### src/rtl/xxh_pkg.sv
`default_nettype none
// ----------------------------------------------------------------------------
// xxh_pkg
// Constants, types and helper functions shared by the XXH64 stream hash.
// ----------------------------------------------------------------------------
package xxh_pkg;

  localparam logic [63:0] P1  = 64'h9E3779B185EBCA87;
  localparam logic [63:0] P2  = 64'hC2B2AE3D27D4EB4F;
  localparam logic [63:0] P3  = 64'h165667B19E3779F9;
  localparam logic [63:0] P4  = 64'h85EBCA77C2B2AE63;
  localparam logic [63:0] P5  = 64'h27D4EB2F165667C5;
  localparam logic [63:0] P12 = P1 + P2;

  localparam logic [3:0] WORD_BYTES = 4'd8;

  // Register index of the seed in the configuration map.
  localparam logic REG_SEED = 1'b0;

  typedef enum logic [4:0] {
    S_IDLE,
    S_LOAD,
    S_LR1,
    S_LR2,
    S_CONV,
    S_FL1,
    S_FL2,
    S_FL3,
    S_LEN,
    S_TSEL,
    S_T8A,
    S_T8B,
    S_T8C,
    S_T4A,
    S_T4B,
    S_T1A,
    S_T1B,
    S_AV1,
    S_AV2,
    S_OUT
  } seq_state_t;

  typedef struct packed {
    logic        start;
    logic [63:0] a;
    logic [63:0] b;
  } mul_req_t;

  typedef struct packed {
    logic        done;
    logic [63:0] p;
  } mul_rsp_t;

  typedef struct packed {
    logic [63:0] data_word;
    logic [3:0]  byte_count;
    logic        last;
  } in_beat_t;

  function automatic logic [63:0] rol64(input logic [63:0] v, input logic [5:0] s);
    return (v << s) | (v >> (7'd64 - {1'b0, s}));
  endfunction

endpackage
`default_nettype wire

### src/rtl/xxh_mul.sv
`default_nettype none
// ----------------------------------------------------------------------------
// xxh_mul
// Iterative 64 x 64 multiplier giving the low 64 bits of the product. One
// 32 x 32 multiplier forms three partial products in turn.
// ----------------------------------------------------------------------------
module xxh_mul
  import xxh_pkg::*;
(
  input  wire logic     clk,
  input  wire logic     rst_n,
  input  wire mul_req_t req,
  output mul_rsp_t      rsp
);

  localparam logic [1:0] LAST_STEP = 2'd2;

  logic        busy_r;
  logic [1:0]  step_r;
  logic        done_r;
  logic [63:0] a_r;
  logic [63:0] b_r;
  logic [63:0] acc_r;

  logic [31:0] x;
  logic [31:0] y;
  logic [63:0] prod;
  logic [63:0] acc_nxt;

  always_comb begin
    case (step_r)
      2'd0: begin
        x = a_r[31:0];
        y = b_r[31:0];
      end
      2'd1: begin
        x = a_r[31:0];
        y = b_r[63:32];
      end
      default: begin
        x = a_r[63:32];
        y = b_r[31:0];
      end
    endcase
  end

  assign prod    = x * y;
  assign acc_nxt = (step_r == 2'd0) ? prod
                                    : {acc_r[63:32] + prod[31:0], acc_r[31:0]};

  always_ff @(posedge clk) begin
    if (!rst_n) begin
      busy_r <= 1'b0;
      step_r <= 2'd0;
      done_r <= 1'b0;
    end else begin
      done_r <= busy_r && (step_r == LAST_STEP);
      if (req.start && !busy_r) begin
        busy_r <= 1'b1;
        step_r <= 2'd0;
      end else if (busy_r) begin
        if (step_r == LAST_STEP) begin
          busy_r <= 1'b0;
        end else begin
          step_r <= step_r + 2'd1;
        end
      end
    end
  end

  always_ff @(posedge clk) begin
    if (req.start && !busy_r) begin
      a_r <= req.a;
      b_r <= req.b;
    end
    if (busy_r) begin
      acc_r <= acc_nxt;
    end
  end

  assign rsp.done = done_r;
  assign rsp.p    = acc_r;

endmodule
`default_nettype wire

### config.mk
export PLATFORM = sky130hd
export DESIGN_NAME = xxh_mul
export DESIGN_NICKNAME = d
export VERILOG_FILES = /design/src/rtl/xxh_pkg.sv /design/src/rtl/xxh_mul.sv
export SDC_FILE = /design/constraint.sdc
export NUM_CORES = 2
export LEC_CHECK = 0
export ABC_AREA = 1
export BUFFER_PORTS_ARGS = -buffer_cell sky130_fd_sc_hd__buf_2
export CORE_MARGIN = 5
export CORE_UTILIZATION = 55
export CTS_BUF_LIST = sky130_fd_sc_hd__clkbuf_16
export DETAILED_ROUTE_END_ITERATION = 10
export GPL_TIMING_DRIVEN = 0
export PLACE_DENSITY = 0.74
export SKIP_CTS_REPAIR_TIMING = 1
export SYNTH_ARGS = -nofsm -noshare
export SYNTH_HDL_FRONTEND = slang
export SYNTH_SLANG_ARGS = --single-unit
export TNS_END_PERCENT = 20
### constraint.sdc
create_clock -name clk -period 11 [get_ports clk]
set_input_delay 1.1 -clock clk [delete_from_list [all_inputs] [get_ports clk]]
set_output_delay 1.1 -clock clk [all_outputs]
set_load 0.02 [all_outputs]
==> flow_metrics.env <==
export IMPL_finalWirelength_mm=166
export IMPL_period_share=0.980
export IMPL_syn_avg_cell_area_sq_um=8.63
export IMPL_drv_cap=0
export IMPL_drtIter0Drc=3626
export IMPL_syn_inst=4914
export IMPL_ant_nets=0
export IMPL_cp_start_kind="register"
export IMPL_wl_per_cell_um=26.8
export IMPL_yosys_top_cells_area="fa_1 (42%), edfxtp_1 (14%), inv_1 (9.6%)"
export IMPL_ys_ff_latch=196
export IMPL_io_pins=196
export IMPL_cp_end_kind="register"
export IMPL_syn_nets=6240
export IMPL_grt_pass1_vias=36985
export IMPL_core_sq_um=76200
export IMPL_synth_cell_types=45
export IMPL_netlist_area_sq_um=42400
export IMPL_synthTopCellsByCount="inv_1 (1082), nand2_1 (955), fa_1 (897)"
export IMPL_slowest_stage="o21ai_0"
export IMPL_path_clk_slew_ns=0.11
export IMPL_path_class="reg -> reg"
export IMPL_finalNetCount=6463
export IMPL_place_gp_congestion=1.06
export IMPL_n_fill_cell=7058
export IMPL_setup_violations=0
export IMPL_fin_worst_skew_ns=0.0281
export IMPL_portBuffers=195
export IMPL_status="finished, final reports clean"
export IMPL_drc=0
export IMPL_start_util=0.556
export IMPL_placed_area_sq_um=44800
export IMPL_max_slew_margin=0.179
export IMPL_drive_gt1_frac=0.101
export IMPL_core_rowCount=101
export IMPL_max_stage_delay_ns=0.90
export IMPL_grt_max_degree=35
export IMPL_antenna_found_initial=8
export IMPL_critPathMaxFanout=10
export IMPL_yosysMostFrequentCell="inv_1"
export IMPL_crit_required_ns=11.29
export IMPL_dp_hpwl_mm=139
export IMPL_numClockSinks=196
export IMPL_ys_async_sr_fraction=0
export IMPL_grt_remaining_overflow=0
export IMPL_multi_input_comb_area_sq_um=31500
export IMPL_cts_made_buffers=17
export IMPL_finalInstanceArea_sq_um=45500
export IMPL_regArea_sq_um=5850
export IMPL_synth_top_area_cell="fa_1"
export IMPL_grtUsageTotal=0.410
export IMPL_vias=35257
export IMPL_synth_top_area_frac=0.424
export IMPL_dr_pass1_iters=8
export IMPL_avgViaCountPerCell=5.70
export IMPL_die_x_um=288
export IMPL_tightest_slew_ns=1.22
export IMPL_fin_util=0.597
export IMPL_area_growth_pct=7.33
export IMPL_crit_top_cell="fa_1"
export IMPL_grt_pass1_wl_mm=242
export IMPL_fp_dieArea_sq_um=82700
export IMPL_finalMaxSlewViolations=0
export IMPL_clk_latency_ns=0.53
export IMPL_seq_area_frac_synth=0.138
export IMPL_synth_edf_count=192
export IMPL_h_tree_depth=4
export IMPL_synth_warnings=0
export IMPL_cts_tree="yes"
export IMPL_min_path_type="reg -> reg"
export IMPL_root_buffer="clkbuf_16"
export IMPL_fmaxAchievable_ghz=0.0928
export IMPL_cts_max_path_buffers=2
export IMPL_final_hold_viol_count=0
export IMPL_cp_data_arrival_time_ns=11.07
export IMPL_die_h_um=288
export IMPL_ys_flop_type="edfxtp_1"
export IMPL_min_period_ns=10.78
flip-flops by register name, summed over array words and instances, names as in the netlist:
signal and flops:
step_r 2, busy_r 1, b_r 64, acc_r 64, a_r 64, done_r 1
metal layers:
metal / routed length, um / GRT usage
met1: 60700 / 0.508
met2: 73200 / 0.634
met3: 20100 / 0.141
met4: 12000 / 0.227
met5: 0 / 0
stage by stage:
step | setup TNS, ns | hold slack (ns) | setup WS (ns) | cells
after floorplan | 0 | 0.454 | 2.64 | 4914
after global routing | -0.00103 | 0.498 | -0.00103 | 6181
final | 0 | 0.483 | 0.221 | 6185
after global placement | 0 | 0.469 | 0.227 | 6139
after detailed placement | 0 | 0.471 | 0.225 | 6144
after CTS | 0 | 0.485 | 0.177 | 6176
cell families after synthesis:
kind of cell               Yosys count  synth area share
AOI/OAI and AO/OA                  337            0.0473
xor gates and xnor gates            39           0.00806
adders and majority gates         1195             0.511
buffers and inverters             1307             0.121
DFF                                196             0.138
and+or+nand+nor                   1840             0.174
critical path, delay by kind of cell (launching register included):
family                   cells  cell delay [ns]
AND/OR/NAND/NOR              9             0.98
XOR/XNOR                     1             0.42
flip-flops                   1             0.34
adder cells (fa/ha/maj)     11             5.13
buffers and inverters       11             1.73
AO/OA/AOI/OAI                6             1.92
placed cells by master, fill, tap and decap left out, drive strengths merged:
cell type / Yosys / final
nor2: 678 / 678
nand2b: 1 / 1
nand3b: 9 / 9
o21bai: 8 / 8
xor2: 34 / 34
nand3: 103 / 103
and2: 2 / 2
dfxtp: 4 / 4
o21ai: 163 / 163
clkinvlp: 0 / 1
nor4: 3 / 3
nand4: 16 / 16
xnor2: 5 / 5
diode: 0 / 5
nor3: 20 / 20
clkinv: 3 / 9
fa: 897 / 897
or2: 34 / 34
a211oi: 1 / 1
inv: 1129 / 1137
ha: 298 / 298
nand2: 974 / 974
o21a: 7 / 7
buf: 144 / 345
a21boi: 5 / 5
a21oi: 137 / 137
clkbuf: 31 / 51
a21o: 12 / 12
a31oi: 4 / 4
edfxtp: 192 / 192
worst paths after layout:
kind	from	end	slack (ns)	cells after the start
min reg2reg	busy_r	done_r	0.48	2
min	busy_r	done_r	0.48	2
max	step_r[1]	acc_r[61]	0.22	38
max reg2reg	step_r[1]	acc_r[61]	0.22	38
cell type report:
type / instances / area share
sequential: 196 / 0.128
clock buffer: 17 / 0.00935
tap: 1030 / 0.0283
clock inverter: 15 / 0.00423
multi-input combinational: 3411 / 0.691
inverter: 1132 / 0.0935
antenna: 5 / 0.000275
timing repair buffer: 204 / 0.0247
buffer: 175 / 0.0199
Power is left out: the tool's default activity adds up to more than one toggle a clock period on the data nets, which glitch-free logic cannot reach.
